### src/design/rtli_pkg.sv
// Shared types, codes and constants for the radix tree lookup/insert block.
// No dependencies.
`timescale 1ns / 1ps
`default_nettype none

package rtli_pkg;

   localparam int KEY_BITS       = 32;
   localparam int VALUE_BITS     = 32;
   localparam int DEF_MAX_RADIX  = 4;
   localparam int DEF_NODES      = 256;
   localparam int EPOCH_BITS     = 4;
   localparam int SHIFT_BITS     = $clog2(KEY_BITS);
   localparam int RADIX_EFF_BITS = 4;
   localparam int RADIX_FIELD    = 3;
   localparam int KEYLEN_FIELD   = 6;
   localparam int CSR_IDX_BITS   = 4;
   localparam int CSR_DATA_BITS  = 6;

   localparam logic [1:0] ACT_FIND   = 2'd0;
   localparam logic [1:0] ACT_INSERT = 2'd1;
   localparam logic [1:0] ACT_CLEAR  = 2'd2;

   localparam logic [1:0] ST_FOUND   = 2'd0;
   localparam logic [1:0] ST_CREATED = 2'd1;
   localparam logic [1:0] ST_ABSENT  = 2'd2;
   localparam logic [1:0] ST_FULL    = 2'd3;

   localparam logic [CSR_IDX_BITS-1:0] CSR_IDX_RADIX  = 4'd0;
   localparam logic [CSR_IDX_BITS-1:0] CSR_IDX_KEYLEN = 4'd1;

   localparam logic [1:0] SEL_ZERO  = 2'd0;
   localparam logic [1:0] SEL_READ  = 2'd1;
   localparam logic [1:0] SEL_VALUE = 2'd2;

   typedef struct packed {
      logic [1:0]            action;
      logic [KEY_BITS-1:0]   key;
      logic [VALUE_BITS-1:0] value;
   } req_type;

   typedef struct packed {
      logic [1:0]            status;
      logic [VALUE_BITS-1:0] result_value;
   } rsp_type;

   typedef struct packed {
      logic                  valid;
      logic [EPOCH_BITS-1:0] epoch;
      logic [VALUE_BITS-1:0] data;
   } slot_type;

   typedef struct packed {
      logic       load;
      logic       read;
      logic       descend;
      logic       alloc;
      logic       put_leaf;
      logic       respond;
      logic [1:0] rsp_status;
      logic [1:0] rsp_sel;
      logic       clear_bump;
      logic       sweep_start;
      logic       sweep_write;
   } dp_cmd_type;

   typedef struct packed {
      logic hit;
      logic leaf;
      logic insert;
      logic pool_full;
      logic epoch_max;
      logic sweep_done;
      logic geom_busy;
      logic cfg_clear;
   } dp_status_type;

endpackage

`default_nettype wire

### src/design/rtli_ctrl.sv
// Controller: sweep, idle, read and evaluate states of the tree walk.
// Depends on rtli_pkg; commands rtli_datapath.
`timescale 1ns / 1ps
`default_nettype none

module rtli_ctrl (
   input  logic                    clock,
   input  logic                    reset,
   input  logic                    start,
   input  logic [1:0]              req_action,
   input  rtli_pkg::dp_status_type dp_status,
   output rtli_pkg::dp_cmd_type    dp_cmd,
   output logic                    busy
);
   import rtli_pkg::*;

   localparam logic [1:0] S_SWEEP = 2'd0;
   localparam logic [1:0] S_IDLE  = 2'd1;
   localparam logic [1:0] S_READ  = 2'd2;
   localparam logic [1:0] S_EVAL  = 2'd3;

   logic [1:0] state_ff, state_in;
   logic       accept;

   assign busy   = (state_ff != S_IDLE) || dp_status.geom_busy;
   assign accept = start && !busy;

   always_comb begin
      dp_cmd   = '0;
      state_in = state_ff;
      if (dp_status.cfg_clear) begin
         if (state_ff == S_SWEEP || dp_status.epoch_max) begin
            dp_cmd.sweep_start = 1'b1;
            state_in           = S_SWEEP;
         end else begin
            dp_cmd.clear_bump = 1'b1;
         end
      end else begin
         unique case (state_ff)
            S_SWEEP: begin
               dp_cmd.sweep_write = 1'b1;
               if (dp_status.sweep_done) begin
                  state_in = S_IDLE;
               end
            end
            S_IDLE: begin
               if (accept) begin
                  if (req_action == ACT_CLEAR) begin
                     dp_cmd.respond    = 1'b1;
                     dp_cmd.rsp_status = ST_FOUND;
                     dp_cmd.rsp_sel    = SEL_ZERO;
                     if (dp_status.epoch_max) begin
                        dp_cmd.sweep_start = 1'b1;
                        state_in           = S_SWEEP;
                     end else begin
                        dp_cmd.clear_bump = 1'b1;
                     end
                  end else begin
                     dp_cmd.load = 1'b1;
                     state_in    = S_READ;
                  end
               end
            end
            S_READ: begin
               dp_cmd.read = 1'b1;
               state_in    = S_EVAL;
            end
            S_EVAL: begin
               state_in = S_IDLE;
               if (dp_status.leaf) begin
                  dp_cmd.respond = 1'b1;
                  if (dp_status.hit) begin
                     dp_cmd.rsp_status = ST_FOUND;
                     dp_cmd.rsp_sel    = SEL_READ;
                  end else if (dp_status.insert) begin
                     dp_cmd.put_leaf   = 1'b1;
                     dp_cmd.rsp_status = ST_CREATED;
                     dp_cmd.rsp_sel    = SEL_VALUE;
                  end else begin
                     dp_cmd.rsp_status = ST_ABSENT;
                     dp_cmd.rsp_sel    = SEL_ZERO;
                  end
               end else if (dp_status.hit) begin
                  dp_cmd.descend = 1'b1;
                  state_in       = S_READ;
               end else if (dp_status.insert && !dp_status.pool_full) begin
                  dp_cmd.alloc = 1'b1;
                  state_in     = S_READ;
               end else begin
                  dp_cmd.respond    = 1'b1;
                  dp_cmd.rsp_status = dp_status.insert ? ST_FULL : ST_ABSENT;
                  dp_cmd.rsp_sel    = SEL_ZERO;
               end
            end
            default: begin
               state_in = S_IDLE;
            end
         endcase
      end
   end

   always_ff @(posedge clock) begin
      if (reset) begin
         state_ff <= S_SWEEP;
      end else begin
         state_ff <= state_in;
      end
   end

endmodule

`default_nettype wire

### config.mk
export PLATFORM = sky130hd
export DESIGN_NAME = rtli_ctrl
export DESIGN_NICKNAME = d
export VERILOG_FILES = /design/src/design/rtli_pkg.sv /design/src/design/rtli_ctrl.sv
export SDC_FILE = /design/constraint.sdc
export NUM_CORES = 1
export LEC_CHECK = 0
export ABC_AREA = 1
export BUFFER_PORTS_ARGS = -buffer_cell sky130_fd_sc_hd__buf_2
export CAP_MARGIN = 20
export CORE_AREA = 5 5 42 44
export DETAILED_ROUTE_END_ITERATION = 8
export DIE_AREA = 0 0 47 49
export GPL_ROUTABILITY_DRIVEN = 1
export GPL_TIMING_DRIVEN = 1
export PLACE_DENSITY = 0.63
export SLEW_MARGIN = 20
export SYNTH_ARGS = -nofsm -noshare
export SYNTH_HDL_FRONTEND = slang
export SYNTH_SLANG_ARGS = --single-unit
### constraint.sdc
create_clock -name clock -period 2.7 [get_ports clock]
set_clock_uncertainty 0.15 [all_clocks]
set_input_delay 0.27 -clock clock [delete_from_list [all_inputs] [get_ports clock]]
set_output_delay 0.27 -clock clock [all_outputs]
set_load 0.01 [all_outputs]
After elaboration in Yosys (flattened, before gate mapping):

Cells that the tools add are included.

* flip-flop bits (word level): 2
* word-level logic and storage cells: 58
* input bits: 13

* equal/unequal tests: 9
* multiplexer cells: 40
* reduce and logical (&&, ||, !) cells: 8

Operators with widths (number)
* 2-to-1 mux 2 bit: 12
* 2-to-1 mux 1 bit: 17
* 2-to-1 mux 5 bit: 3
* 2-to-1 mux 7 bit: 2
* 2-to-1 mux 10 bit: 1
* one-hot mux 5 bit (2 select lines): 1
* 2-to-1 mux 4 bit: 2
* one-hot mux 2 bit (4 select lines): 1
* equality test 2 bit, second input constant: 3
* != test 3 bit, second input constant: 2
* != test 2 x 1 -> 1 bit, second input constant: 2
* != test 4 bit, second input constant: 1
* AND reduction 4 bit: 1
* 2-to-1 mux 3 bit: 1
* equality test 2 x 1 -> 1 bit, second input constant: 1
* logical AND 1 bit: 2
* logical NOT 1 bit: 2
* logical NOT 2 bit: 1
* logical OR 1 bit: 2

Longest topological paths before layout:

Gate-level depths: netlist (run 1).

* word-level depth: 7
* gate-level depth with buffers: 8
* gate-level depth less buffers: 8

Worst setup path after synthesis (run 1):

OpenSTA, ideal clock, no wires.

* kind: input port to output port
* from: in dp_status[0] in the netlist's numbering
* to: out dp_cmd[8] in the netlist's numbering
* cell stages on the path: 5
* required time: 2280 ps
* setup slack: 1114 ps
* arrival time: 1166 ps
* cells stage by stage: buf_2 -> inv_1 -> nand2_1 -> nor3_1 -> buf_4

RTL lines
* from (decl): RTL line rtli_ctrl.sv:11 `input rtli_pkg::dp_status_type dp_status,`
* to (decl): RTL line rtli_ctrl.sv:12 `output rtli_pkg::dp_cmd_type dp_cmd,`

==> impl_metrics.env, run 1 <==
export IMPL_cp_max_fo=5
export IMPL_rows=14
export IMPL_worstHoldPathCells=4
export IMPL_synth_largest_area_cell="inv_1"
export IMPL_reg_top3="state_ff: 2 flops"
export IMPL_h_tree_depth=1
export IMPL_start_util_pct=26.16
export IMPL_clk_latency_ns=0.23
export IMPL_cpPeakStageDelay_ns=0.35
export IMPL_r2r_start="state_ff[1]"
export IMPL_drt_initial_drc_count=8
export IMPL_overflow=0
export IMPL_firstDrtPassIters=2
export IMPL_vias_per_cell=4.413
export IMPL_layout_cells_non_filler=109
export IMPL_portBuffers=26
export IMPL_hold_viol_final=0
export IMPL_drive_above_1_share_pct=45.16
export IMPL_yosysTopAreaCellShare_pct=11.26
export IMPL_rsz0062_at_grt="false"
export IMPL_die_area_um2=2303
export IMPL_critPathArrivalTime_ns=1.31
export IMPL_synth_nets=79
export IMPL_wl_per_cell_um=8.972
export IMPL_synth_distinct_cells=20
export IMPL_top_register="state_ff"
export IMPL_final_nets=108
export IMPL_postCtsSetupRepairBufs=0
export IMPL_antenna_found_initial=0
export IMPL_power_density_nw_per_um2=426.6
export IMPL_path_cells="inv_2, nand3_2, nor2_4, inv_1, o21ai_0, buf_2"
export IMPL_status="complete, no violations"
export IMPL_synthCells=66
export IMPL_setup_viol=0
export IMPL_numClockSinks=2
export IMPL_relSlewSlack_pct=85.54
export IMPL_cts_buffer_depth=2
export IMPL_clk_pin_slew_worst_paths_ns=0.03
export IMPL_maxCapViolCount=0
export IMPL_cts_resized=0
export IMPL_clockPowerShare_pct=29.9
export IMPL_core_um2=1401
export IMPL_cpLargestDelayFamily="flip-flops"
export IMPL_power_frac_seq_pct=20.6
export IMPL_grt_use_total_pct=9.423
export IMPL_finalCritPeriodShare_pct=64.16
export IMPL_grt_max_degree=11
export IMPL_cts_tree="done"
export IMPL_endpoint="dp_cmd[2]"
export IMPL_wirelength_um=978
export IMPL_num_vias=481
export IMPL_die_y_um=49
export IMPL_grt_pass1_wl_um=1635
export IMPL_hpwl_um=833.3
export IMPL_p_leak_uw=0.0003048
export IMPL_die_x_um=47
export IMPL_yosys_warnings=0
export IMPL_whs_ns=0.1344
export IMPL_min_from="reset"
export IMPL_tns_ns=0
export IMPL_critPathKind="reg2out"
export IMPL_post_route_drc_count=0
export IMPL_p_int_uw=129.6
export IMPL_hp_class="in2reg"
export IMPL_cts_hold_buf=0
export IMPL_comb_power_share_pct=49.4
export IMPL_grt_pass1_vias=434
export IMPL_synth_area_um2=366.6
export IMPL_r2r_cells=7
export IMPL_tightestPinTransition_ns=0.2150
export IMPL_area_growth_pct=43.69
export IMPL_slew_viol_final=0
export IMPL_cp_end_kind="output pin"
export IMPL_rrSetupSlack_ns=1.36
export IMPL_largest_register_ffs=2
export IMPL_worstSetupStartpointType="flip-flop"
export IMPL_max_vdd_ir_drop_mv=0.2772
export IMPL_synth_area_leaders="inv_1, nand2_1, dfxtp_1"
export IMPL_layout_min_cycle_time_ns=1.732
export IMPL_swShare_pct=42.31
export IMPL_syn_avg_cell_area_um2=5.555
export IMPL_fmax_ghz=0.5772
export IMPL_placedCellCount=106
export IMPL_cp_required_ns=2.28
export IMPL_cts_made_buffers=3
export IMPL_cp_slowest_cell="dfxtp_1"
export IMPL_ios=27
export IMPL_cp_depth=6
export IMPL_gp_congestion=0.8157
export IMPL_root_buffer="clkbuf_4"
export IMPL_diodes=0
export IMPL_crit_buf_inv=3
export IMPL_final_antenna_net_count=0
export IMPL_finalPower_uw=224.7
export IMPL_r2r_end="state_ff[1]"
export IMPL_ys_seq_elements=2
export IMPL_power_switching_uw=95.07
export IMPL_synth_seq_area_share_pct=10.92
export IMPL_startpoint="state_ff[1]"
-- tightest hold or removal path: cells and delay by family --
| family | cells | cell delay, ns |
|---|---|---|
| buffers and inverters | 2 | 0.11 |
| and+or+nand+nor | 2 | 0.08 |
-- cell usage in the layout (no fill, tap or decap), types with 2 or more instances in the layout --
cell type  count
buf_2         26
inv_1         11
nand2_1       11
nor2_1         9
nor3_1         6
inv_2          3
nand3_2        3
nor2_4         3
nand3_1        3
a21oi_1        3
clkbuf_4       3
nor2_2         2
nand2_2        2
dfxtp_1        2
-- logic make-up after synthesis --
family / count (synthesis) / synth area share, %
buffers and inverters: 16 / 17.75
AOI/OAI and AO/OA: 6 / 9.214
and+or+nand+nor: 42 / 62.12
DFF: 2 / 10.92
-- power by group through the flow --
stage          Combinational [uW]  Clock, uW  Sequential (uW)
2_1_floorplan                81.2          0             45.2
5_1_grt                       125       79.2             48.1
3_5_place_dp                  112          0             46.8
4_1_cts                       112       72.9             46.4
6_report                      111       67.3             46.3
3_3_place_gp                  111          0             46.3
-- through the flow --
stage               util [%]  setup WS, ns  area (um2)
global route           37.59        0.7945       526.8
floorplan                  -         1.115       366.6
detailed placement     35.98         1.210       504.2
finish                 37.59        0.9676       526.8
CTS                    37.59        0.9569       526.8
global placement       35.98         1.224       504.2
-- cell usage after synthesis --
cell type	instances
inv_1	11
nand2_1	11
nor2_1	9
nor3_1	6
a21oi_1	3
inv_2	3
nand3_1	3
nand3_2	3
nor2_4	3
dfxtp_1	2
nand2_2	2
nor2_2	2
a31oi_1	1
and2_1	1
buf_2	1
buf_4	1
nand4_1	1
nor4_1	1
o21ai_0	1
o21bai_1	1
-- worst min-delay path by stage --
| stage | slack [ns] | end |
|---|---|---|
| after global placement | 0.37 | state_ff[0] |
| after global routing | 0.15 | state_ff[0] |
| after detailed placement | 0.37 | state_ff[0] |
| after CTS | 0.13 | state_ff[0] |
| final | 0.13 | state_ff[0] |
| after floorplan | 0.28 | state_ff[0] |
-- routing by layer --
layer / vias to the layer above / GRT usage, % / wire length (um) / part of all wire [%]
met3: 3 / 1.476 / 59 / 6.0
met5: - / 0 / 0 / 0
met1: 203 / 10.50 / 401 / 41
met4: 0 / 6.912 / 30 / 3.1
li1: 263 / - / - / -
met2: 12 / 15.16 / 487 / 50
-- cell type report --
| cell class | count | area [um2] |
|---|---|---|
| Fill cell | 173 | 874.6 |
| Multi-Input combinational cell | 48 | 261.5 |
| Inverter | 14 | 52.55 |
| Tap cell | 16 | 20.02 |
| Timing Repair Buffer | 26 | 130.1 |
| Sequential cell | 2 | 40.04 |
| Clock buffer | 3 | 22.52 |
No activity file was read; power rests on OpenSTA's default activity.
==> run 2, diff against run 1 <==
- clock period: 2.7 -> 1.6 ns (I/O delays scaled with it)
==> impl_metrics.env, run 2 (synthesized netlist as in run 1, its figures left out) <==
export IMPL_status="complete, no violations"
export IMPL_min_from="reset"
export IMPL_grt_max_degree=11
export IMPL_firstDrtPassIters=2
export IMPL_grt_pass1_vias=446
export IMPL_startpoint="state_ff[1]"
export IMPL_final_common_cell="buf_2"
export IMPL_num_vias=495
export IMPL_largest_register_ffs=2
export IMPL_wirelength_um=956
export IMPL_fmax_ghz=0.6720
export IMPL_h_tree_depth=1
export IMPL_grt_busiest_layer="met2"
export IMPL_rows=14
export IMPL_die_area_um2=2303
export IMPL_crit_buf_inv=3
export IMPL_drt_initial_drc_count=5
export IMPL_cpLargestDelayFamily="flip-flops"
export IMPL_ios=27
export IMPL_power_density_nw_per_um2=695.8
export IMPL_portBuffers=26
export IMPL_critPathKind="reg2out"
export IMPL_core_um2=1401
export IMPL_die_x_um=47
export IMPL_gp_congestion=0.8081
export IMPL_start_util_pct=26.16
export IMPL_cts_buffer_depth=2
export IMPL_area_growth_pct=52.22
export IMPL_drive_above_1_share_pct=50.53
export IMPL_cts_tree="done"
export IMPL_fillCellCount=164
export IMPL_relSlewSlack_pct=86.61
export IMPL_use_met2_pct=15.38
export IMPL_wl_per_cell_um=8.613
export IMPL_worstHoldPathCells=4
export IMPL_antenna_found_initial=0
export IMPL_p_leak_uw=0.0003159
export IMPL_r2r_cells=8
export IMPL_critPathArrivalTime_ns=1.18
export IMPL_hp_class="in2reg"
export IMPL_root_buffer="clkbuf_4"
export IMPL_layout_min_cycle_time_ns=1.488
export IMPL_r2r_end="state_ff[1]"
export IMPL_layout_common_cells="buf_2, inv_1, nand2_1"
export IMPL_final_antenna_net_count=0
export IMPL_worstSetupStartpointType="flip-flop"
export IMPL_clk_latency_ns=0.22
export IMPL_path_cells="inv_2, buf_4, nand2_2, nand3_2, o21ai_1, buf_2"
export IMPL_cp_slowest_cell="dfxtp_2"
export IMPL_numClockSinks=2
export IMPL_r2r_start="state_ff[1]"
export IMPL_post_route_drc_count=0
export IMPL_cp_end_kind="output pin"
export IMPL_finalPower_uw=388.3
export IMPL_cpPeakStageDelay_ns=0.37
export IMPL_grt_pass1_wl_um=1731
export IMPL_overflow=0
export IMPL_cp_max_fo=4
export IMPL_hold_viol_final=0
export IMPL_vias_per_cell=4.459
export IMPL_tightestPinTransition_ns=0.2003
export IMPL_holdPathEnd="state_ff[0]"
export IMPL_tns_ns=0
export IMPL_grt_use_met3_pct=4.797
export IMPL_final_nets=110
export IMPL_max_vdd_ir_drop_mv=0.5341
export IMPL_cp_required_ns=1.29
export IMPL_reg_top3="state_ff: 2 flops"
export IMPL_cts_made_buffers=3
export IMPL_grt_use_total_pct=9.628
export IMPL_top_register="state_ff"
export IMPL_setup_viol=0
export IMPL_rsz0062_at_grt="false"
export IMPL_grt_util_met1_pct=12.23
export IMPL_finalCritPeriodShare_pct=93.00
export IMPL_hpwl_um=810.5
export IMPL_diodes=0
export IMPL_die_y_um=49
export IMPL_slew_viol_final=0
export IMPL_rrSetupSlack_ns=0.27
export IMPL_maxCapViolCount=0
export IMPL_clk_pin_slew_worst_paths_ns=0.03
-- run 2: cell count changes in the layout (fill, tap and decap cells not counted), sizes merged --
| cell | before | now |
|---|---|---|
| buf | 26 | 28 |
-- run 2: area by class of cell --
class	count	area, um2	share of cell area (%)
clock buffers	3	22.52	4.036
inverters	14	52.55	9.417
multi-input cells	48	272.8	48.88
flip-flops and latches	2	45.04	8.072
well taps	16	20.02	3.587
repair buffers	28	145.1	26.01
-- run 2: metrics by stage --
step	setup slack [ns]	area, um2	utilization, %	instances	hold slack [ns]
after floorplan	0.1430	366.6	-	66	0.1652
after global placement	0.2087	504.2	35.98	106	0.2561
after detailed placement	0.2147	504.2	35.98	106	0.2609
after CTS	0.0004270	541.8	38.66	111	0.02556
after global routing	0.004043	558.0	39.82	111	0.04591
final	0.1120	558.0	39.82	111	0.02180
-- run 2: metal layers --
| metal | part of all wire [%] | vias up |
|---|---|---|
| met5 | 0 | - |
| li1 | - | 265 |
| met1 | 42 | 219 |
| met3 | 6.2 | 0 |
| met2 | 52 | 11 |
| met4 | 0 | 0 |
-- run 2: power breakdown --
part / switching [uW] / internal (uW) / total [uW]
Sequential: 18.3 / 64.6 / 82.9
Combinational: 114 / 83.6 / 197
Clock: 25.6 / 82.5 / 108
-- run 2: worst max-delay path by stage --
stage,endpoint,slack [ns],cells past startpoint
finish,dp_cmd[2],0.11,6
global route,dp_cmd[3],0.004,5
CTS,dp_cmd[2],0.0004,5
detailed placement,dp_cmd[2],0.21,6
global placement,dp_cmd[7],0.21,6
floorplan,dp_cmd[8],0.14,5
-- run 2: repair_timing --
action                                  4_1_cts  5_1_grt
hold buffers                                  0        0
setup buffers                                 2        0
pin swaps                                     1        1
endpoints found under the setup margin        4       10
resized for setup                             0        6
-- run 2: worst min-delay path, cell delays in order --
cell	delay [ns]
buf_2	0.07
inv_1	0.04
nand2_1	0.05
nor2_1	0.03
==> run 3, diff against run 2 <==
- RECOVER_POWER: unset -> 25
==> impl_metrics.env, run 3 (synthesized netlist as in run 1, its figures left out) <==
export IMPL_status="complete, no violations"
export IMPL_holdPathEnd="state_ff[0]"
export IMPL_critPathKind="reg2out"
export IMPL_placedCellCount=106
export IMPL_cp_required_ns=1.29
export IMPL_clk_pin_slew_worst_paths_ns=0.03
export IMPL_critPathArrivalTime_ns=1.18
export IMPL_reg_top3="state_ff: 2 flops"
export IMPL_vias_per_cell=4.459
export IMPL_power_density_nw_per_um2=694.5
export IMPL_rrSetupSlack_ns=0.23
export IMPL_num_vias=495
export IMPL_ios=27
export IMPL_clk_latency_ns=0.22
export IMPL_cp_max_fo=4
export IMPL_cts_hold_buf=0
export IMPL_die_x_um=47
export IMPL_cts_made_buffers=3
export IMPL_h_tree_depth=1
export IMPL_max_vdd_ir_drop_mv=0.5339
export IMPL_relSlewSlack_pct=86.61
export IMPL_hp_class="in2reg"
export IMPL_grt_pass1_wl_um=1731
export IMPL_wl_per_cell_um=8.622
export IMPL_cp_end_kind="output pin"
export IMPL_area_growth_pct=51.54
export IMPL_rows=14
export IMPL_power_switching_uw=156.4
export IMPL_rsz0062_at_grt="false"
export IMPL_fmax_ghz=0.6720
export IMPL_die_area_um2=2303
export IMPL_overflow=0
export IMPL_numClockSinks=2
export IMPL_r2r_start="state_ff[1]"
export IMPL_antenna_found_initial=0
export IMPL_top_register="state_ff"
export IMPL_firstDrtPassIters=2
export IMPL_power_frac_seq_pct=21.5
export IMPL_start_util_pct=26.16
export IMPL_grt_use_total_pct=9.628
export IMPL_final_antenna_net_count=0
export IMPL_worstSetupStartpointType="flip-flop"
export IMPL_maxCapViolCount=0
export IMPL_wirelength_um=957
export IMPL_drive_above_1_share_pct=49.47
export IMPL_worstHoldPathCells=4
export IMPL_largest_register_ffs=2
export IMPL_tns_ns=0
export IMPL_layout_common_cells="buf_2, inv_1, nand2_1"
export IMPL_cts_buffer_depth=2
export IMPL_r2r_end="state_ff[1]"
export IMPL_die_y_um=49
export IMPL_portBuffers=26
export IMPL_grt_pass1_vias=446
export IMPL_slew_viol_final=0
export IMPL_root_buffer="clkbuf_4"
export IMPL_clockPowerShare_pct=28.0
export IMPL_min_from="reset"
export IMPL_layout_cells_non_filler=111
export IMPL_cts_tree="done"
export IMPL_drt_initial_drc_count=5
export IMPL_p_int_uw=229.4
export IMPL_fillCellCount=165
export IMPL_hpwl_um=810.5
export IMPL_finalCritPeriodShare_pct=93.00
export IMPL_core_um2=1401
export IMPL_comb_power_share_pct=50.5
export IMPL_tightestPinTransition_ns=0.2003
export IMPL_p_leak_uw=0.0003154
export IMPL_diodes=0
export IMPL_hold_viol_final=0
export IMPL_final_nets=110
export IMPL_gp_congestion=0.8081
export IMPL_layout_min_cycle_time_ns=1.488
export IMPL_grt_max_degree=11
export IMPL_setup_viol=0
export IMPL_swShare_pct=40.54
export IMPL_final_common_cell="buf_2"
export IMPL_post_route_drc_count=0
export IMPL_r2r_cells=8
run 3: timing repair:
item	CTS	global route
endpoints found under the setup margin	4	10
gates resized for setup	0	6
pin swaps	1	1
setup buffers	2	0
gates cloned	0	0
run 3: power groups by stage:
stage	sequential, uW	combinational, uW	clock, uW
after floorplan	76.3	137	0
after global placement	79.2	187	0
after detailed placement	79.7	187	0
after CTS	79.4	198	115
after global routing	85.7	220	126
final	82.9	195	108
run 3: how the worst max path moves through the flow:
stage | from | endpoint | slack, ns | cells after the start
floorplan | state_ff[0] | dp_cmd[8] | 0.14 | 5
global placement | state_ff[1] | dp_cmd[7] | 0.21 | 6
detailed placement | state_ff[1] | dp_cmd[2] | 0.21 | 6
CTS | state_ff[0] | dp_cmd[2] | 0.0004 | 5
global route | state_ff[1] | dp_cmd[3] | 0.004 | 5
finish | state_ff[1] | dp_cmd[2] | 0.11 | 6
run 3: critical path, stage by stage (launching register included):
cell and delay [ns]:
dfxtp_2 0.37, inv_2 0.06, buf_4 0.14, nand2_2 0.09
nand3_2 0.08, o21ai_1 0.08, buf_2 0.14
run 3: layer usage:
| layer | vias up | share of wire, % | track usage (%) |
|---|---|---|---|
| li1 | 265 | - | - |
| met1 | 219 | 42 | 12.23 |
| met2 | 11 | 52 | 15.38 |
| met3 | 0 | 6.2 | 4.797 |
| met4 | 0 | 0 | 0 |
| met5 | - | 0 | 0 |
run 3: per-stage QoR:
step	total power, uW	utilization [%]	worst slack [ns]	hold WS (ns)	area (um2)
floorplan	213.3	-	0.1430	0.1652	366.6
global placement	266.0	35.98	0.2087	0.2561	504.2
detailed placement	266.5	35.98	0.2147	0.2609	504.2
CTS	391.9	38.66	0.0004270	0.02556	541.8
global route	431.5	39.64	0.004043	0.04590	555.5
finish	385.8	39.64	0.1120	0.02180	555.5
run 3: final cells by class:
cell class	count	area (um2)	share of cell area, %
Clock buffer	3	22.52	4.054
Timing Repair Buffer	28	145.1	26.13
Tap cell	16	20.02	3.604
Multi-Input combinational cell	48	270.3	48.65
Inverter	14	52.55	9.459
Sequential cell	2	45.04	8.108
